### config.mk
export PLATFORM = sky130hd
export DESIGN_NAME = spab_mix
export DESIGN_NICKNAME = d
export VERILOG_FILES = /design/src/design/spab_pkg.sv /design/src/design/spab_mix.sv
export SDC_FILE = /design/constraint.sdc
export NUM_CORES = 1
export LEC_CHECK = 0
export BUFFER_PORTS_ARGS = -buffer_cell sky130_fd_sc_hd__buf_2
export CAP_MARGIN = 20
export CORE_MARGIN = 2
export CORE_UTILIZATION = 51
export CTS_BUF_LIST = sky130_fd_sc_hd__clkbuf_4 sky130_fd_sc_hd__clkbuf_8 sky130_fd_sc_hd__clkbuf_16
export DETAILED_ROUTE_END_ITERATION = 12
export GPL_TIMING_DRIVEN = 0
export PLACE_DENSITY = 0.73
export SETUP_SLACK_MARGIN = 0.3
export SKIP_CTS_REPAIR_TIMING = 1
export SLEW_MARGIN = 20
export SYNTH_ARGS = -nofsm -noshare
export SYNTH_HDL_FRONTEND = slang
export SYNTH_SLANG_ARGS = --single-unit
### constraint.sdc
create_clock -name clk -period 15.05 [get_ports clk]
set_input_delay 2.2575 -clock clk [delete_from_list [all_inputs] [get_ports clk]]
set_output_delay 2.2575 -clock clk [all_outputs]
set_load 0.02 [all_outputs]
### src/design/spab_pkg.sv
`timescale 1ns / 1ps

package spab_pkg;

  // Field and register widths
  localparam int SpeedW   = 16;
  localparam int GainW    = 32;
  localparam int DriveW   = 16;
  localparam int CfgIdxW  = 2;

  // Internal arithmetic widths
  localparam int ErrW     = SpeedW + 1;      // target - measured
  localparam int DiffW    = ErrW + 1;        // err - previous err
  localparam int SumW     = 48;              // saturating error sum
  localparam int HalfW    = SumW / 2;        // split of |sum| for the I product
  localparam int PW       = GainW + 1 + ErrW;
  localparam int DW       = GainW + 1 + DiffW;
  localparam int PdW      = DW + 1;
  localparam int HalfProdW = HalfW + GainW;
  localparam int ICapW    = 54;              // capped |I| up to 2^53
  localparam int ITermW   = ICapW + 1;
  localparam int TotW     = ITermW + 1;
  localparam int ClampW   = 34;              // clamped total, +/- 2^32
  localparam int MagW     = ClampW - 1;

  localparam logic signed [SumW-1:0] SumMax = {1'b0, {(SumW-1){1'b1}}};
  localparam logic signed [SumW-1:0] SumMin = {1'b1, {(SumW-1){1'b0}}};

  // High partial product limit: above this the I term is capped outright
  localparam logic [HalfProdW-1:0] HiLimit = HalfProdW'(1) << (ICapW - 1 - HalfW);
  localparam logic [ICapW-1:0]     ICap    = ICapW'(1) << (ICapW - 1);

  localparam logic signed [TotW-1:0]   OneTot   = TotW'(1) << 32;
  localparam logic signed [ClampW-1:0] OneClamp = ClampW'(1) << 32;
  localparam logic [MagW-1:0]          RoundHalf = MagW'(1) << 16;

  // Register indexes
  localparam logic [CfgIdxW-1:0] RegGainP = 2'd0;
  localparam logic [CfgIdxW-1:0] RegGainI = 2'd1;
  localparam logic [CfgIdxW-1:0] RegGainD = 2'd2;

  localparam logic [GainW-1:0] GainPReset = 32'd1677722;
  localparam logic [GainW-1:0] GainIReset = 32'd235;
  localparam logic [GainW-1:0] GainDReset = 32'd5872026;

  typedef struct packed {
    logic [GainW-1:0] p;
    logic [GainW-1:0] i;
    logic [GainW-1:0] d;
  } gains_t;

  // After the error stage
  typedef struct packed {
    logic signed [ErrW-1:0]  err;
    logic signed [DiffW-1:0] diff;
    logic signed [SumW-1:0]  sum;
  } err_stage_t;

  // After the P/D product stage
  typedef struct packed {
    logic signed [PW-1:0] p;
    logic signed [DW-1:0] d;
    logic [HalfW-1:0]     hi;
    logic [HalfW-1:0]     lo;
    logic                 neg;
  } prod_stage_t;

  // After the I partial product stage
  typedef struct packed {
    logic signed [PdW-1:0] pd;
    logic [HalfProdW-1:0]  ihi;
    logic [HalfProdW-1:0]  ilo;
    logic                  neg;
  } term_stage_t;

endpackage

### src/design/spab_mix.sv
`timescale 1ns / 1ps

module spab_mix (
  input  logic                        clk,
  input  logic                        rst,
  input  logic                        in_valid,
  output logic                        in_ready,
  input  spab_pkg::term_stage_t       in_stage,
  output logic                        out_valid,
  input  logic                        out_ready,
  output logic [2*spab_pkg::DriveW-1:0] out_data
);
  import spab_pkg::*;

  logic                      v4;
  logic                      v5;
  logic                      r4;
  logic                      r5;
  logic                      ro;
  logic signed [PdW-1:0]     pd4;
  logic signed [ITermW-1:0]  iterm;
  logic signed [ClampW-1:0]  clamped;
  logic [ICapW+3:0]          ifull;
  logic [ICapW-1:0]          icap;
  logic signed [ITermW-1:0]  iterm_next;
  logic signed [TotW-1:0]    total;
  logic signed [ClampW-1:0]  clamped_next;
  logic [MagW-1:0]           mag;
  logic [MagW-1:0]           rounded;
  logic [DriveW-1:0]         drive;

  assign ro       = !out_valid || out_ready;
  assign r5       = !v5 || ro;
  assign r4       = !v4 || r5;
  assign in_ready = r4;

  // recombine and cap the I term
  always_comb begin
    ifull = {in_stage.ihi[ICapW+3-HalfW:0], {HalfW{1'b0}}} + (ICapW+4)'(in_stage.ilo);
    if (in_stage.ihi > HiLimit || ifull > (ICapW+4)'(ICap)) begin
      icap = ICap;
    end else begin
      icap = ifull[ICapW-1:0];
    end
    iterm_next = in_stage.neg ? -$signed({1'b0, icap}) : $signed({1'b0, icap});
  end

  // P + I + D, clamped to +/- 1.0
  always_comb begin
    total = TotW'(pd4) + TotW'(iterm);
    if (total > OneTot) begin
      clamped_next = OneClamp;
    end else if (total < -OneTot) begin
      clamped_next = -OneClamp;
    end else begin
      clamped_next = total[ClampW-1:0];
    end
  end

  // magnitude to Q1.15, rounding half up
  always_comb begin
    mag     = clamped[ClampW-1] ? MagW'(-clamped) : MagW'(clamped);
    rounded = mag + RoundHalf;
    drive   = rounded[MagW-1:MagW-DriveW];
  end

  always_ff @(posedge clk) begin
    if (rst) begin
      v4        <= 1'b0;
      v5        <= 1'b0;
      out_valid <= 1'b0;
    end else begin
      if (r4) v4 <= in_valid;
      if (r5) v5 <= v4;
      if (ro) out_valid <= v5;
    end
  end

  always_ff @(posedge clk) begin
    if (in_valid && r4) begin
      pd4   <= in_stage.pd;
      iterm <= iterm_next;
    end
    if (v4 && r5) clamped <= clamped_next;
    if (v5 && ro) begin
      // brake in the upper half, accel in the lower
      if (clamped[ClampW-1]) begin
        out_data <= {drive, {DriveW{1'b0}}};
      end else begin
        out_data <= {{DriveW{1'b0}}, drive};
      end
    end
  end

endmodule

==> results.sh, run 1 <==
export IMPL_status="completed"
export IMPL_fp_coreArea_mm2=0.0279
export IMPL_dieWidth_um=173
export IMPL_via_per_inst=6.11
export IMPL_setup_worst_path_class="primary input to register"
export IMPL_setup_violations=0
export IMPL_overflow=0
export IMPL_dp_cells=2236
export IMPL_first_pass_iters=7
export IMPL_clock_latency_ns=0.45
export IMPL_utilization_pct=60.3
export IMPL_synthCells=1650
export IMPL_drt_drc_violations_left=0
export IMPL_hold_path_depth=2
export IMPL_rr_worst_depth=14
export IMPL_r2r_end="clamped[2]"
export IMPL_drive_gt1_share_pct=14.7
export IMPL_cts_made_buffers=17
export IMPL_place_congestion=0.988
export IMPL_cts_root_buf="clkbuf_16"
export IMPL_die_area_mm2=0.0298
export IMPL_fmax_mhz=111
export IMPL_p_leak_nw=6.39
export IMPL_irDropWorstVdd_v=0.0000711
export IMPL_synth_nets=1910
export IMPL_ant_nets=0
export IMPL_yosysWarnings=0
export IMPL_row_count=61
export IMPL_cts_max_level=4
export IMPL_crit_required_ns=15.22
export IMPL_fillers=2472
export IMPL_synth_top_area_share_pct=35.9
export IMPL_antenna_found_initial=0
export IMPL_cts_sinks=176
export IMPL_rsz0062_at_grt="no"
export IMPL_yosys_cell_types_count=81
export IMPL_synthTopCellsByArea="edfxtp_1, ha_1, a21oi_1, nand2_1, xnor2_1"
export IMPL_clkSlewWorstSetupHoldPaths_ns=0.07
export IMPL_area_growth_syn_to_layout_pct=15.9
export IMPL_r2r_start="pd4[0]"
export IMPL_total_power_mw=1.49
export IMPL_cts_buffer_depth=2
export IMPL_postSynthAreaPerCell_um2=8.78
export IMPL_drt_iter0_drc=1175
export IMPL_synth_edff_count=173
export IMPL_hold_viol_final=0
export IMPL_crit_path_start_kind="primary input"
export IMPL_drv_slew=0
export IMPL_worstPathArrival_ns=9.21
export IMPL_min_path_type="register to register"
export IMPL_synth_flop_cell="edfxtp_1"
export IMPL_wl_per_cell_um=19.0
export IMPL_timing_final_crit_share_pct=60.1
export IMPL_endpoint_kind="register"
export IMPL_io_buffers=202
export IMPL_grt_total_usage_pct=28.6
export IMPL_crit_fanout=10
export IMPL_wl_mm=43.2
export IMPL_cts_tree="yes"
export IMPL_crit_end="iterm[42]"
export IMPL_n_antenna_cell=0
export IMPL_relSlewSlack_pct=25.2
export IMPL_netlist_area_mm2=0.0145
export IMPL_period_minus_slack_ns=9.04
export IMPL_cap_violations=0
export IMPL_tns_ns=0
export IMPL_cp_num_cells=23
export IMPL_worstMarginPinSlew_ns=1.11
export IMPL_hpwl_mm=35.4
export IMPL_synth_async_reset_ratio_pct=0
export IMPL_seq_area_mm2=0.00526
export IMPL_critical_path_max_stage_delay_ns=0.55
export IMPL_worstSetupStartpoint="in_stage[57]"
export IMPL_grt_pass1_wl_mm=68.6
export IMPL_route_vias_total=13863
export IMPL_grt_pass1_vias=13234
export IMPL_nets=2137
export IMPL_critPathSlowestCell="o31ai_1"
export IMPL_ios=203
export IMPL_p_per_area_mw_per_mm2=89.0
export IMPL_ys_seq_area_share_pct=36.3
export IMPL_fin_cells=2268
export IMPL_yosysTopAreaCell="edfxtp_1"
export IMPL_crit_buf_inv=7
export IMPL_crit_family="simple AND/OR/NAND/NOR gates"
export IMPL_finClkSkew_ns=0.0101
export IMPL_r2r_slack_ns=9.64
export IMPL_yosys_register_bits=176
export IMPL_critical_path_cell_chain="buf_2, ha_1, inv_1, fa_1, nand2b_1, a21oi_1, o21ai_1, o21ai_0, xor2_1, or4_1, clkbuf_1, or3_1, o41a_1, nor2_2, buf_2, buf_2, nand2_1, ha_1, clkbuf_1, clkbuf_1, nor2_1, nor2_1, o31ai_1"
export IMPL_die_h_um=173
export IMPL_multiInputGateArea_mm2=0.00885
export IMPL_start_util_pct=52.0
export IMPL_grt_max_degree=33
cells in the final DEF, fill, tap and decap left out, types with 58 or more instances in the layout:
cell type    n
xnor2_1     64
nand2_1    160
nor2_1     145
buf_2      206
o21ai_0    108
xor2_1      58
a21oi_1    149
edfxtp_1   173
clkbuf_1    67
ha_1        89
metal layers:
metal	part of all wire, %	up-vias	routed length, µm	track usage [%]
li1	-	6772	-	-
met1	42	6462	18300	35.5
met2	49	517	21100	50.3
met3	4.8	112	2080	3.47
met4	3.8	0	1650	12.0
met5	0	-	0	0
Yosys cell counts (31+ instances only):
master / n
a21o_1: 38
a21oi_1: 149
clkbuf_1: 67
edfxtp_1: 173
ha_1: 89
inv_1: 36
nand2_1: 160
nand3_1: 48
nand4_1: 45
nor2_1: 145
nor3_1: 40
nor4_1: 33
o21ai_0: 108
or3_1: 31
xnor2_1: 64
xor2_1: 58
worst min-delay path by stage:
stage / start / end / slack [ns]
after floorplan: v4 / v5 / 0.48
after global placement: v4 / v5 / 0.50
after detailed placement: v4 / v5 / 0.57
after CTS: v4 / v5 / 0.58
after global routing: v4 / v4 / 0.62
final: v4 / v5 / 0.57
cell type report:
type / instances / share of cell area (%)
Buffer: 74 / 1.68
Clock buffer: 17 / 2.53
Clock inverter: 15 / 1.16
Inverter: 36 / 0.805
Multi-Input combinational cell: 1364 / 52.7
Sequential cell: 176 / 31.3
Tap cell: 378 / 2.82
Timing Repair Buffer: 208 / 7.00
power by group:
| part | total, mW | switching, mW | internal [mW] |
|---|---|---|---|
| Clock | 0.449 | 0.210 | 0.239 |
| Sequential | 0.583 | 0.0140 | 0.569 |
| Combinational | 0.462 | 0.291 | 0.171 |
| Total | 1.49 | 0.515 | 0.980 |
logic make-up after synthesis:
group	after synthesis	share of synthesized area [%]
and+or+nand+nor	642	22.5
AOI/OAI and AO/OA	504	22.6
DFF	176	36.3
xor gates and xnor gates	122	7.37
buffers and inverters	110	2.88
adders and majority gates	91	7.96
muxes	5	0.371
stage by stage:
| step | setup slack (ns) | hold WS (ns) | instance area [µm²] |
|---|---|---|---|
| after floorplan | 6.70 | 0.476 | 14500 |
| after global placement | 4.74 | 0.496 | 16000 |
| after detailed placement | 5.67 | 0.572 | 16200 |
| after CTS | 6.13 | 0.575 | 16800 |
| after global routing | 5.75 | 0.615 | 16800 |
| final | 6.01 | 0.570 | 16800 |
sequential cells by signal, summed over array words and instances, names as in the netlist:
signal     cells
clamped       34
out_valid      1
iterm         55
v5             1
pd4           52
v4             1
out_data      32
worst min-delay path, cell delays in order (launching register included):
cell	delay, ns
dfxtp_1	0.36
a21oi_1	0.13
nor2_1	0.04
Power figures use the tool's default switching activity.
==> inputs of run 2 (changes only) <==
==> constraint.sdc (replaced) <==
create_clock -name clk -period 8.5 [get_ports clk]
set_input_delay 1.275 -clock clk [delete_from_list [all_inputs] [get_ports clk]]
set_output_delay 1.275 -clock clk [all_outputs]
set_load 0.02 [all_outputs]
==> results.sh, run 2 (same netlist as run 1, synthesis figures left out) <==
export IMPL_status="completed"
export IMPL_grt_pass1_vias=13234
export IMPL_dp_slack_ns=0.102
export IMPL_rsz0062_at_grt="no"
export IMPL_p_per_area_mw_per_mm2=158
export IMPL_hold_viol_final=0
export IMPL_drt_iter0_drc=1175
export IMPL_relSlewSlack_pct=25.2
export IMPL_ant_nets=0
export IMPL_cts_tree="yes"
export IMPL_hold_path_depth=2
export IMPL_drt_drc_violations_left=0
export IMPL_crit_path_start_kind="primary input"
export IMPL_worstMarginPinSlew_ns=1.11
export IMPL_timing_final_crit_share_pct=92.8
export IMPL_cts_root_buf="clkbuf_16"
export IMPL_endpoint_kind="register"
export IMPL_cts_max_level=4
export IMPL_die_h_um=173
export IMPL_top_register="iterm"
export IMPL_place_congestion=0.988
export IMPL_route_vias_total=13865
export IMPL_clkSlewWorstSetupHoldPaths_ns=0.07
export IMPL_reg_top3="iterm: 55 flops, pd4: 52 flops, clamped: 34 flops"
export IMPL_grt_total_usage_pct=28.6
export IMPL_cts_buffer_depth=2
export IMPL_row_count=61
export IMPL_drive_gt1_share_pct=14.7
export IMPL_period_minus_slack_ns=7.89
export IMPL_fp_coreArea_mm2=0.0279
export IMPL_wl_per_cell_um=19.0
export IMPL_final_cell_mix="buf_2, edfxtp_1, nand2_1"
export IMPL_crit_fanout=10
export IMPL_largest_reg_flops=55
export IMPL_drv_slew=0
export IMPL_dieWidth_um=173
export IMPL_grt_pass1_wl_mm=68.6
export IMPL_cts_made_buffers=17
export IMPL_first_pass_iters=7
export IMPL_r2r_end="clamped[2]"
export IMPL_ios=203
export IMPL_crit_required_ns=8.67
export IMPL_setup_worst_path_class="primary input to register"
export IMPL_r2r_start="pd4[0]"
export IMPL_cts_sinks=176
export IMPL_r2r_slack_ns=3.09
export IMPL_hpwl_mm=35.4
export IMPL_area_growth_syn_to_layout_pct=15.9
export IMPL_hold_start="v4"
export IMPL_cap_violations=0
export IMPL_start_util_pct=52.0
export IMPL_irDropWorstVdd_v=0.000126
export IMPL_rr_worst_depth=14
export IMPL_min_path_type="register to register"
export IMPL_via_per_inst=6.11
export IMPL_n_antenna_cell=0
export IMPL_wl_mm=43.2
export IMPL_clock_latency_ns=0.45
export IMPL_overflow=0
export IMPL_die_area_mm2=0.0298
export IMPL_postLayoutCellArea_mm2=0.0168
export IMPL_antenna_found_initial=0
export IMPL_worstPathArrival_ns=8.06
export IMPL_dpl_instance_area_mm2=0.0162
export IMPL_fmax_mhz=127
export IMPL_min_to="v5"
export IMPL_io_buffers=202
export IMPL_fin_ws_ns=0.608
export IMPL_p_leak_nw=6.39
export IMPL_final_common_cell="buf_2"
export IMPL_nets=2137
export IMPL_finClkSkew_ns=0.0101
export IMPL_grt_max_degree=33
export IMPL_setup_violations=0
## run 2: changes by cell type in the layout (fill, tap and decap cells not counted)
cell,delta
nor2_2,-1
nor2_4,+1
## run 2: power by group
group	switching, mW	internal (mW)	total [mW]	leakage, nW
Combinational	0.515	0.304	0.818	4.49
Clock	0.372	0.424	0.796	0.294
Sequential	0.0248	1.01	1.03	1.61
## run 2: worst max-delay path, stage by stage
cell	delay (ns)
buf_2	0.09
ha_1	0.17
inv_1	0.06
fa_1	0.37
nand2b_1	0.20
a21oi_1	0.38
o21ai_1	0.23
o21ai_0	0.29
xor2_1	0.16
or4_1	0.51
clkbuf_1	0.19
or3_1	0.43
o41a_1	0.51
nor2_4	0.29
buf_2	0.35
buf_2	0.33
nand2_1	0.12
ha_1	0.21
clkbuf_1	0.29
clkbuf_1	0.40
nor2_1	0.46
nor2_1	0.19
o31ai_1	0.54
## run 2: metal layers
layer	vias to the layer above	global-route usage, %	share of wire, %
met5	-	0	0
met4	0	12.0	3.8
met3	112	3.47	4.8
met2	519	50.3	49
met1	6462	35.5	42
li1	6772	-	-
## run 2: metrics by stage
step / cells / util, % / hold WS [ns] / setup TNS (ns) / power (mW)
2_1_floorplan: 1650 / - / 0.476 / 0 / 1.62
3_3_place_gp: 2230 / 57.3 / 0.496 / -87.09 / 1.84
3_5_place_dp: 2236 / 58.1 / 0.572 / 0 / 1.85
4_1_cts: 2268 / 60.3 / 0.575 / 0 / 2.64
5_1_grt: 2268 / 60.3 / 0.615 / 0 / 2.78
6_report: 2268 / 60.3 / 0.570 / 0 / 2.65
## run 2: layout make-up
| cell class | instances | area [µm²] |
|---|---|---|
| repair buffers | 208 | 1180 |
| plain buffers | 74 | 283 |
| multi-input cells | 1364 | 8860 |
| flip-flops and latches | 176 | 5260 |
| clock inverters | 15 | 195 |
| clock buffers | 17 | 425 |
| inverters | 36 | 135 |
| fillers | 2471 | 11100 |
| well taps | 378 | 473 |
## run 2: worst max-delay path by stage
stage / startpoint / end / slack [ns] / cells after the start
5_1_grt: in_stage[57] / iterm[42] / 0.35 / 23
3_5_place_dp: in_stage[57] / iterm[42] / 0.10 / 23
6_report: in_stage[57] / iterm[42] / 0.61 / 23
3_3_place_gp: out_ready / iterm[0] / -0.83 / 3
2_1_floorplan: out_ready / iterm[0] / 1.14 / 2
4_1_cts: in_stage[57] / iterm[42] / 0.56 / 23
