## config.mk

```make
export PLATFORM = sky130hd
export DESIGN_NAME = spab_error
export DESIGN_NICKNAME = d
export VERILOG_FILES = /design/src/design/spab_pkg.sv /design/src/design/spab_error.sv
export SDC_FILE = /design/constraint.sdc
export NUM_CORES = 1
export LEC_CHECK = 0
export BUFFER_PORTS_ARGS = -buffer_cell sky130_fd_sc_hd__buf_4
export CORE_MARGIN = 2
export CORE_UTILIZATION = 64
export DETAILED_ROUTE_END_ITERATION = 6
export PLACE_DENSITY = 0.9
export SETUP_SLACK_MARGIN = 0.3
export SYNTH_ARGS = -nofsm -noshare
export SYNTH_HDL_FRONTEND = slang
export SYNTH_SLANG_ARGS = --single-unit
```

## constraint.sdc

```tcl
create_clock -name clk -period 17.4 [get_ports clk]
set_clock_uncertainty 0.1 [all_clocks]
set_input_delay 3.48 -clock clk [delete_from_list [all_inputs] [get_ports clk]]
set_output_delay 3.48 -clock clk [all_outputs]
set_load 0.03 [all_outputs]
```

## src/design/spab_pkg.sv

```systemverilog
`timescale 1ns / 1ps

package spab_pkg;

  // Field and register widths
  localparam int SpeedW   = 16;
  localparam int GainW    = 32;
  localparam int DriveW   = 16;
  localparam int CfgIdxW  = 2;

  // Internal arithmetic widths
  localparam int ErrW     = SpeedW + 1;      // target - measured
  localparam int DiffW    = ErrW + 1;        // err - previous err
  localparam int SumW     = 48;              // saturating error sum
  localparam int HalfW    = SumW / 2;        // split of |sum| for the I product
  localparam int PW       = GainW + 1 + ErrW;
  localparam int DW       = GainW + 1 + DiffW;
  localparam int PdW      = DW + 1;
  localparam int HalfProdW = HalfW + GainW;
  localparam int ICapW    = 54;              // capped |I| up to 2^53
  localparam int ITermW   = ICapW + 1;
  localparam int TotW     = ITermW + 1;
  localparam int ClampW   = 34;              // clamped total, +/- 2^32
  localparam int MagW     = ClampW - 1;

  localparam logic signed [SumW-1:0] SumMax = {1'b0, {(SumW-1){1'b1}}};
  localparam logic signed [SumW-1:0] SumMin = {1'b1, {(SumW-1){1'b0}}};

  // High partial product limit: above this the I term is capped outright
  localparam logic [HalfProdW-1:0] HiLimit = HalfProdW'(1) << (ICapW - 1 - HalfW);
  localparam logic [ICapW-1:0]     ICap    = ICapW'(1) << (ICapW - 1);

  localparam logic signed [TotW-1:0]   OneTot   = TotW'(1) << 32;
  localparam logic signed [ClampW-1:0] OneClamp = ClampW'(1) << 32;
  localparam logic [MagW-1:0]          RoundHalf = MagW'(1) << 16;

  // Register indexes
  localparam logic [CfgIdxW-1:0] RegGainP = 2'd0;
  localparam logic [CfgIdxW-1:0] RegGainI = 2'd1;
  localparam logic [CfgIdxW-1:0] RegGainD = 2'd2;

  localparam logic [GainW-1:0] GainPReset = 32'd1677722;
  localparam logic [GainW-1:0] GainIReset = 32'd235;
  localparam logic [GainW-1:0] GainDReset = 32'd5872026;

  typedef struct packed {
    logic [GainW-1:0] p;
    logic [GainW-1:0] i;
    logic [GainW-1:0] d;
  } gains_t;

  // After the error stage
  typedef struct packed {
    logic signed [ErrW-1:0]  err;
    logic signed [DiffW-1:0] diff;
    logic signed [SumW-1:0]  sum;
  } err_stage_t;

  // After the P/D product stage
  typedef struct packed {
    logic signed [PW-1:0] p;
    logic signed [DW-1:0] d;
    logic [HalfW-1:0]     hi;
    logic [HalfW-1:0]     lo;
    logic                 neg;
  } prod_stage_t;

  // After the I partial product stage
  typedef struct packed {
    logic signed [PdW-1:0] pd;
    logic [HalfProdW-1:0]  ihi;
    logic [HalfProdW-1:0]  ilo;
    logic                  neg;
  } term_stage_t;

endpackage

```

## src/design/spab_error.sv

```systemverilog
`timescale 1ns / 1ps

module spab_error (
  input  logic                      clk,
  input  logic                      rst,
  input  logic                      in_valid,
  output logic                      in_ready,
  input  logic [2*spab_pkg::SpeedW-1:0] in_data,
  output logic                      out_valid,
  input  logic                      out_ready,
  output spab_pkg::err_stage_t      out_stage
);
  import spab_pkg::*;

  logic signed [SpeedW-1:0] target;
  logic signed [SpeedW-1:0] measured;
  logic signed [ErrW-1:0]   err;
  logic signed [DiffW-1:0]  diff;
  logic signed [SumW:0]     sum_wide;
  logic signed [SumW-1:0]   error_sum_next;
  logic signed [SumW-1:0]   error_sum;
  logic signed [ErrW-1:0]   previous_error;
  logic                     accept;

  assign target   = in_data[SpeedW-1:0];
  assign measured = in_data[2*SpeedW-1:SpeedW];

  // error, difference and saturating sum
  always_comb begin
    err      = {target[SpeedW-1], target} - {measured[SpeedW-1], measured};
    diff     = {err[ErrW-1], err} - {previous_error[ErrW-1], previous_error};
    sum_wide = {error_sum[SumW-1], error_sum} + {{(SumW+1-ErrW){err[ErrW-1]}}, err};
    if (sum_wide[SumW] != sum_wide[SumW-1]) begin
      error_sum_next = sum_wide[SumW] ? SumMin : SumMax;
    end else begin
      error_sum_next = sum_wide[SumW-1:0];
    end
  end

  assign in_ready = !out_valid || out_ready;
  assign accept   = in_valid && in_ready;

  // controller state and stage valid
  always_ff @(posedge clk) begin
    if (rst) begin
      out_valid      <= 1'b0;
      error_sum      <= '0;
      previous_error <= '0;
    end else begin
      if (in_ready) out_valid <= in_valid;
      if (accept) begin
        error_sum      <= error_sum_next;
        previous_error <= err;
      end
    end
  end

  // stage payload
  always_ff @(posedge clk) begin
    if (accept) begin
      out_stage.err  <= err;
      out_stage.diff <= diff;
      out_stage.sum  <= error_sum_next;
    end
  end

endmodule

```

==> flow_metrics.py, run 1 <==
metrics = {
    "yosys": {
        "synth_top_area_share_pct": 26.05,
        "avgSynthCellArea_sq_um": 9.051,
        "synth_edf_count": 83,
        "async_reset_ff_share_pct": 0,
        "synth_area_sq_mm": 0.009567,
        "synthesis.nets": 1177,
        "ys_types": 81,
        "seq_area_frac_synth_pct": 39.86,
        "synthFlopType": "edfxtp_1",
        "syn_inst": 1057,
        "synth_area_leaders": "edfxtp_1 (26%), dfxtp_1 (14%), ha_1 (11%)",
        "synth-seq-cells": 149,
        "yosysTopAreaCell": "edfxtp_1",
        "yosysWarningCount": 0,
    },
    "clock_network": {
        "cts_tree": "done",
        "clkTransAtPathRegs_ns": 0.06,
        "clockBufferDepth": 2,
        "cts_setup_buffers": 0,
        "cts_hold_buf": 0,
        "cts_inserted_buffers": 17,
        "cts_resized": 0,
        "cts.sinks": 149,
        "cts-root-buf": "clkbuf_16",
        "cts.htree.levels": 4,
        "clk_latency_ns": 0.44,
    },
    "setup_path": {
        "cp_slowest_stage_delay_ns": 1.00,
        "critical_path_class": "in -> reg",
        "r2r-start": "error_sum[0]",
        "critPathLaunch": "in_data[0]",
        "cp-start-kind": "primary input",
        "crit_fanout": 34,
        "crit_required_ns": 17.64,
        "arrival_ns": 10.21,
        "endpoint_kind": "register",
        "cp_common_cell": "o21ai_0",
        "cp_slowest_cell": "a221o_1",
        "path_delay_family": "compound AO/OA/AOI/OAI gates",
        "path_buf_inv": 4,
    },
    "outcome": {
        "status": "finished, final reports clean",
    },
    "global_routing": {
        "grt_pass1_vias": 8180,
        "grt.busiest_layer": "met2",
        "grt_pass1_wl_mm": 40.01,
        "grt_util_met1_pct": 37.86,
        "grt_use_met3_pct": 5.225,
        "grt_max_degree": 83,
        "grtUsageMet2_pct": 55.76,
        "grtUsageTotal_pct": 31.14,
        "grt_antenna_before_repair": 0,
        "overflow": 0,
    },
    "timing": {
        "whs_ns": 0.3542,
        "slew_viol_final": 0,
        "rsz0062_at_grt": "no",
        "fmax_mhz": 100.4,
        "period_needed_ns": 9.962,
        "setup_violations": 0,
        "slew_headroom_pct": 20.41,
        "hold_violations": 0,
        "setup_ws_ns": 7.438,
        "fin_tns_setup_ns": 0,
        "finalCritPeriodShare_pct": 57.25,
        "worst_pin_slew_ns": 1.194,
    },
    "power": {
        "power.internal_mw": 0.9583,
        "switchingPower_mw": 0.6671,
        "seqPwrFrac_pct": 31.7,
        "swShare_pct": 41.04,
        "p_comb_share_pct": 47.0,
        "irDropWorstVdd_mv": 0.08641,
        "powerDensity_mw_per_mm2": 146.4,
        "clockPowerShare_pct": 21.3,
        "p_leak_nw": 4.838,
    },
    "place": {
        "gp_congestion": 0.9327,
        "portBuffers": 120,
        "preCtsSetupSlack_ns": 7.102,
        "hpwl_mm": 17.21,
    },
    "cells_and_area": {
        "drive_gt1_share_pct": 16.91,
        "n_antenna_cell": 0,
        "layout_commonest_cell": "nor2_1",
        "area_delta_synth_final_pct": 16.03,
        "layout_common_cells": "nor2_1 (135), buf_4 (127), nand2_1 (105), edfxtp_1 (83)",
        "fin_nets": 1284,
    },
    "floorplan": {
        "num_io_pins": 121,
        "start_util_pct": 65.57,
        "dieArea_sq_mm": 0.01594,
        "core.rowCount": 44,
        "die_w_microns": 126.3,
        "core_sq_mm": 0.01459,
        "fp.dieH_microns": 126.3,
    },
    "hold_path": {
        "hold_class": "reg -> reg",
        "min_from": "error_sum[21]",
    },
    "detailed_routing": {
        "drcViolationCount": 0,
        "avgRoutedWirePerCell_microns": 18.14,
        "via_count": 8378,
        "drt_iter0_drc": 567,
        "drt-total-wl_mm": 24.69,
        "drt-pass1-iter-count": 5,
        "vias_per_cell": 6.156,
        "antenna_left": 0,
    },
    "job": {
        "max_cap_violations": 0,
    },
}
==> final cells by class <==
type | count | area [sq um]
Clock buffer | 19 | 432.9
Fill cell | 1045 | 3488
Timing Repair Buffer | 127 | 953.4
Clock inverter | 13 | 106.4
Sequential cell | 149 | 3814
Multi-Input combinational cell | 807 | 5329
Tap cell | 184 | 230.2
Inverter | 62 | 235.2
==> logic make-up (layout without fill, tap and decap cells) <==
kind of cell	count (synthesis)	after routing	synth area share, %
AO/OA/AOI/OAI	291	291	19.45
XOR/XNOR	64	64	5.859
adder cells (fa/ha/maj)	105	105	13.67
buffers and inverters	101	221	4.434
flip-flops	149	149	39.86
multiplexers	1	1	0.1046
AND/OR/NAND/NOR	346	346	16.62
==> path summary, 6_finish.rpt <==
kind | end | slack, ns | depth (start not counted)
min reg2reg | error_sum[21] | 0.35 | 2
max | error_sum[35] | 7.44 | 26
min | error_sum[21] | 0.35 | 2
max reg2reg | error_sum[2] | 12.67 | 13
==> power groups by stage <==
stage | sequential [mW] | clock [mW] | combinational [mW]
after detailed placement | 0.521 | 0 | 0.745
final | 0.515 | 0.346 | 0.764
after CTS | 0.515 | 0.345 | 0.756
after floorplan | 0.622 | 0 | 0.443
after global placement | 0.520 | 0 | 0.727
after global routing | 0.522 | 0.361 | 0.828
==> metrics by stage <==
step | cells | cell area, sq um | util, % | power [mW]
2_1_floorplan | 1057 | 9567 | - | 1.065
3_3_place_gp | 1329 | 10560 | 72.39 | 1.247
3_5_place_dp | 1329 | 10560 | 72.39 | 1.266
4_1_cts | 1361 | 11100 | 76.09 | 1.617
5_1_grt | 1361 | 11100 | 76.09 | 1.710
6_report | 1361 | 11100 | 76.09 | 1.625
==> synth_stat cells, drive strengths merged, types with 5 or more instances <==
cell type  number
o211ai          8
maj3           21
nor2          135
o21a            6
inv            61
o21ba           5
a21boi          7
nand3          12
a2111oi         5
a211oi         11
dfxtp          66
clkbuf         23
a21oi          87
ha             81
edfxtp         83
nand2         105
xnor2          38
nand2b         12
o31ai           6
buf            16
nor2b          11
a21o           24
and3           12
nand4          11
a31oi           9
nor3           21
xor2           26
o21ai          90
==> registers in the layout, indices dropped and copies added (netlist names) <==
signal and cells:
out_stage 83, error_sum 48, previous_error 17, out_valid 1
==> layer usage <==
layer | up-vias | routed length (microns)
met3 | 45 | 1574
met1 | 3968 | 10130
met2 | 357 | 12460
met4 | 0 | 527
li1 | 4008 | -
met5 | - | 0
==> worst register-to-register path: cells and delay by family (launching register included) <==
kind / cells / cell delay [ns]
buf+inv: 1 / 0.35
compound gates: 9 / 2.32
fa+ha+maj: 2 / 0.68
simple gates: 1 / 0.88
flops: 1 / 0.32
(Power assumes the default switching activity.)
==> run 2, diff against run 1 <==
- CORE_UTILIZATION: 64 -> 53
- PLACE_DENSITY: 0.9 -> 0.8
- clock period: 17.4 -> 8.47 ns (I/O delays scaled with it)
==> run 2 against run 1 <==
Against the previous run: core utilization shrank 13 points; die area grew 20%; clock power grew 120%; final area grew 1.6%; non-clock buffer count grew 8; sequential power grew 110%; routed wire length grew 3.5%.
==> flow_metrics.py, run 2 (synthesized netlist as in run 1, its figures left out) <==
metrics = {
    "cells_and_area": {
        "utilization_pct": 63.22,
        "fin_nets": 1292,
        "layout_common_cells": "nor2_1 (135), buf_4 (135), nand2_1 (105), edfxtp_1 (83)",
        "largest_reg_flops": 83,
        "reg_top3": "out_stage: 83 flops, error_sum: 48 flops, previous_error: 17 flops",
        "n_fill_cell": 1516,
        "largest_register": "out_stage",
        "n_antenna_cell": 0,
        "area_delta_synth_final_pct": 17.91,
        "drive_gt1_share_pct": 17.89,
    },
    "floorplan": {
        "fp.dieH_microns": 138.4,
        "die_w_microns": 138.4,
        "core.rowCount": 49,
        "core_sq_mm": 0.01784,
        "dieArea_sq_mm": 0.01914,
        "start_util_pct": 53.62,
        "num_io_pins": 121,
    },
    "timing": {
        "setup_violations": 0,
        "finalCritPeriodShare_pct": 85.09,
        "setup_ws_ns": 1.263,
        "whs_ns": 0.3535,
        "period_needed_ns": 7.207,
        "slew_viol_final": 0,
        "slew_headroom_pct": 31.95,
        "fmax_mhz": 138.7,
        "hold_violations": 0,
        "rsz0062_at_grt": "no",
        "worst_pin_slew_ns": 1.020,
        "fin_tns_setup_ns": 0,
    },
    "detailed_routing": {
        "drcViolationCount": 0,
        "avgRoutedWirePerCell_microns": 18.07,
        "antenna_left": 0,
        "via_count": 8268,
        "drt-total-wl_mm": 25.55,
        "drt_iter0_drc": 569,
        "vias_per_cell": 5.847,
        "drt-pass1-iter-count": 5,
    },
    "job": {
        "max_cap_violations": 0,
    },
    "hold_path": {
        "whs_endpoint": "error_sum[18]",
        "hold_class": "reg -> reg",
        "holdPathStages": 2,
        "min_from": "error_sum[18]",
    },
    "global_routing": {
        "overflow": 0,
        "grt_max_degree": 85,
        "grtUsageTotal_pct": 26.67,
        "grt_pass1_wl_mm": 41.26,
        "grt_antenna_before_repair": 0,
        "grt_pass1_vias": 8083,
    },
    "power": {
        "power.internal_mw": 2.011,
        "p_comb_share_pct": 46.5,
        "seqPwrFrac_pct": 31.0,
        "p_leak_nw": 4.922,
        "clockPowerShare_pct": 22.5,
        "powerDensity_mw_per_mm2": 302.7,
        "switchingPower_mw": 1.404,
        "irDropWorstVdd_mv": 0.1588,
        "swShare_pct": 41.11,
    },
    "clock_network": {
        "clk_latency_ns": 0.44,
        "cts_inserted_buffers": 17,
        "cts-root-buf": "clkbuf_16",
        "cts_resized": 0,
        "cts_setup_buffers": 0,
        "clkTransAtPathRegs_ns": 0.06,
        "cts.sinks": 149,
        "clockBufferDepth": 2,
        "cts_hold_buf": 0,
        "cts.htree.levels": 4,
        "cts_tree": "done",
    },
    "place": {
        "hpwl_mm": 18.53,
        "preCtsSetupSlack_ns": 0.8730,
        "portBuffers": 120,
        "gp_congestion": 0.9468,
    },
    "setup_path": {
        "endpoint_kind": "register",
        "cp-start-kind": "primary input",
        "r2r-start": "error_sum[0]",
        "arrival_ns": 7.29,
        "rr_endpoint": "out_stage[26]",
        "critical_path_class": "in -> reg",
        "crit_fanout": 18,
        "ff2ff_path_depth": 12,
        "regToRegSetupSlack_ns": 4.65,
        "crit_required_ns": 8.55,
    },
    "outcome": {
        "status": "finished, final reports clean",
    },
}
## run 2: changes by cell type in the layout (fill, tap and decap cells not counted), sizes merged
cell	previous run	this run
bufinv	1	0
clkinvlp	5	2
clkinv	5	3
clkbuf	19	20
buf	127	135
inv	64	69
## run 2: worst max path at each step
| stage | startpoint | to | slack (ns) |
|---|---|---|---|
| 6_report | in_data[0] | out_stage[26] | 1.26 |
| 5_1_grt | in_data[0] | out_stage[32] | 0.77 |
| 4_1_cts | in_data[0] | out_stage[32] | 1.28 |
| 3_5_place_dp | in_data[0] | out_stage[12] | 0.87 |
| 3_3_place_gp | in_data[0] | out_stage[12] | 1.03 |
| 2_1_floorplan | in_data[0] | error_sum[0] | 1.68 |
## run 2: stage by stage
stage	power (mW)	cells	area, sq um
floorplan	2.187	1057	9567
global placement	2.627	1382	10680
detailed placement	2.638	1382	10680
CTS	3.419	1414	11280
global route	3.596	1414	11280
finish	3.414	1414	11280
## run 2: metal layers
metal	global-route usage, %	vias to the layer above	wire length, microns
met5	0	-	0
met4	12.19	0	941
met3	4.157	60	1189
met2	46.98	249	12890
met1	32.16	3925	10520
li1	-	4034	-
## run 2: critical path, stage by stage
cell and delay, ns:
buf_4 0.07, inv_1 0.03, ha_1 0.22, fa_1 0.42
nor2b_1 0.12, o21ai_0 0.11, a21boi_1 0.21, o21ai_0 0.13
a21boi_1 0.22, o21ai_0 0.14, a21oi_1 0.15, buf_4 0.15
o211ai_1 0.10, a2bb2oi_1 0.23, inv_1 0.25, buf_4 0.29
ha_1 0.36, a21o_1 0.20, a21o_1 0.19, a21oi_2 0.20
o21bai_1 0.10, a221oi_2 0.30, o31ai_2 0.13, a221o_1 0.38
nor2_1 0.45, buf_4 0.32, nor2_1 0.09
## run 2: power by group through the flow
stage,clock (mW),sequential (mW),combinational [mW]
CTS,0.775,1.06,1.58
global route,0.799,1.07,1.72
detailed placement,0,1.07,1.57
global placement,0,1.07,1.55
finish,0.768,1.06,1.59
floorplan,0,1.28,0.909
## run 2: final cells by class
type	instances	area, sq um	share of cell area (%)
sequential	149	3814	33.81
tap	229	286.5	2.540
timing repair buffer	135	1013	8.985
multi-input combinational	807	5329	47.24
clock inverter	12	101.3	0.8985
clock buffer	20	500.5	4.437
inverter	62	235.2	2.085
==> run 3, diff against run 2 <==
- CORE_UTILIZATION: 53 -> 64
- PLACE_DENSITY: 0.8 -> 0.9
- clock period: 8.47 -> 8.35 ns (I/O delays scaled with it)
==> run 3 against run 2 <==
Against the previous run: routed wire length down 0.47%; combinational power hardly changed; sequential power hardly changed; non-clock buffer count is 1 higher; count of clock-buffer cells in the layout is 2 lower; cell count shrank 3.1%; register-to-register slack barely moved; critical endpoint is now error_sum[35]; largest power group unchanged.
==> flow_metrics.py, run 3 (synthesized netlist as in run 1, its figures left out) <==
metrics = {
    "cells_and_area": {
        "largest_reg_flops": 83,
        "layout_common_cells": "buf_4 (136), nor2_1 (135), nand2_1 (105), edfxtp_1 (83)",
        "area_delta_synth_final_pct": 17.19,
        "final_cells": 1370,
        "largest_register": "out_stage",
        "layout_commonest_cell": "buf_4",
        "n_antenna_cell": 0,
        "reg_top3": "out_stage: 83 flops, error_sum: 48 flops, previous_error: 17 flops",
        "n_fill_cell": 999,
        "fin_nets": 1293,
        "drive_gt1_share_pct": 17.79,
    },
    "timing": {
        "fin_tns_setup_ns": 0,
        "fmax_mhz": 136.2,
        "rsz0062_at_grt": "no",
        "setup_violations": 0,
        "slew_viol_final": 0,
        "period_needed_ns": 7.343,
        "whs_ns": 0.3543,
        "finalCritPeriodShare_pct": 87.94,
        "slew_headroom_pct": 34.22,
        "worst_pin_slew_ns": 0.9856,
        "hold_violations": 0,
    },
    "global_routing": {
        "grt_pass1_vias": 8417,
        "grt_util_met1_pct": 37.51,
        "grtUsageTotal_pct": 32.07,
        "grt_max_degree": 75,
        "grt_pass1_wl_mm": 41.08,
        "grtUsageMet2_pct": 56.10,
        "grt_use_met3_pct": 7.009,
        "grt_antenna_before_repair": 0,
        "overflow": 0,
        "grt.busiest_layer": "met2",
    },
    "detailed_routing": {
        "via_count": 8441,
        "drt-total-wl_mm": 25.43,
        "drt_iter0_drc": 678,
        "antenna_left": 0,
        "drcViolationCount": 0,
        "drt-pass1-iter-count": 5,
        "vias_per_cell": 6.161,
        "avgRoutedWirePerCell_microns": 18.56,
    },
    "clock_network": {
        "cts_resized": 0,
        "clk_latency_ns": 0.44,
        "cts-root-buf": "clkbuf_16",
        "cts.htree.levels": 4,
        "cts_inserted_buffers": 17,
        "clockBufferDepth": 2,
        "clkTransAtPathRegs_ns": 0.06,
        "cts.sinks": 149,
        "cts_tree": "done",
        "cts_hold_buf": 0,
        "cts_setup_buffers": 0,
    },
    "setup_path": {
        "arrival_ns": 7.62,
        "cp-start-kind": "primary input",
        "path_buf_inv": 5,
        "crit_fanout": 34,
        "endpoint_kind": "register",
        "regToRegSetupSlack_ns": 4.65,
        "cp_slowest_cell": "ha_1",
        "path_delay_family": "compound AO/OA/AOI/OAI gates",
        "cp_slowest_stage_delay_ns": 0.51,
        "crit_required_ns": 8.62,
        "critical_path_class": "in -> reg",
    },
    "outcome": {
        "status": "finished, final reports clean",
    },
    "floorplan": {
        "fp.dieH_microns": 126.3,
        "core_sq_mm": 0.01459,
        "start_util_pct": 65.57,
        "die_w_microns": 126.3,
        "core.rowCount": 44,
        "dieArea_sq_mm": 0.01594,
        "num_io_pins": 121,
    },
    "place": {
        "dp_cells": 1338,
        "portBuffers": 120,
        "hpwl_mm": 17.68,
        "gp_congestion": 0.9446,
    },
    "hold_path": {
        "hold_class": "reg -> reg",
    },
    "job": {
        "max_cap_violations": 0,
    },
    "power": {
        "powerDensity_mw_per_mm2": 308.8,
        "p_leak_nw": 4.914,
        "irDropWorstVdd_mv": 0.1678,
    },
}
==> run 3: changes by cell type in the layout (fill, tap and decap cells not counted), sizes merged <==
cell	delta
clkbuf	-2
buf	+1
clkinv	+4
bufinv	+2
inv	-4
==> run 3: final cells by class <==
cell class / instances / area, sq um / share of cell area (%)
Multi-Input combinational cell: 807 / 5329 / 47.53
Sequential cell: 149 / 3814 / 34.02
Clock buffer: 18 / 429.2 / 3.828
Inverter: 62 / 235.2 / 2.098
Clock inverter: 14 / 152.6 / 1.362
Timing Repair Buffer: 136 / 1021 / 9.107
Tap cell: 184 / 230.2 / 2.054
==> run 3: per-layer routing <==
metal  part of all wire, %  wire [microns]
met5                     0               0
met4                   4.2            1057
met3                   6.5            1662
met2                    49           12510
met1                    40           10200
==> run 3: through the flow <==
step	util, %	total power [mW]	worst slack (ns)	cell area, sq um
2_1_floorplan	-	2.219	1.581	9567
3_3_place_gp	72.86	2.623	0.9669	10630
3_5_place_dp	72.86	2.661	0.8700	10630
4_1_cts	76.84	3.440	1.143	11210
5_1_grt	76.84	3.634	0.6473	11210
6_report	76.84	3.462	1.007	11210
==> run 3: final timing paths <==
path	from	endpoint	cells past startpoint
max	in_data[0]	error_sum[35]	27
min	previous_error[6]	previous_error[6]	2
max reg2reg	error_sum[0]	error_sum[35]	13
min reg2reg	previous_error[6]	previous_error[6]	2
==> run 3: tightest hold or removal path: stages (launching register included) <==
cell and delay (ns):
dfxtp_1 0.31, nand2_1 0.05, a21oi_1 0.05
==> run 3: power by group <==
group / switching, mW / total (mW) / internal, mW / leakage (nW)
sequential: 0.0702 / 1.07 / 1.00 / 1.36
clock: 0.326 / 0.768 / 0.442 / 0.280
combinational: 1.02 / 1.62 / 0.598 / 3.28
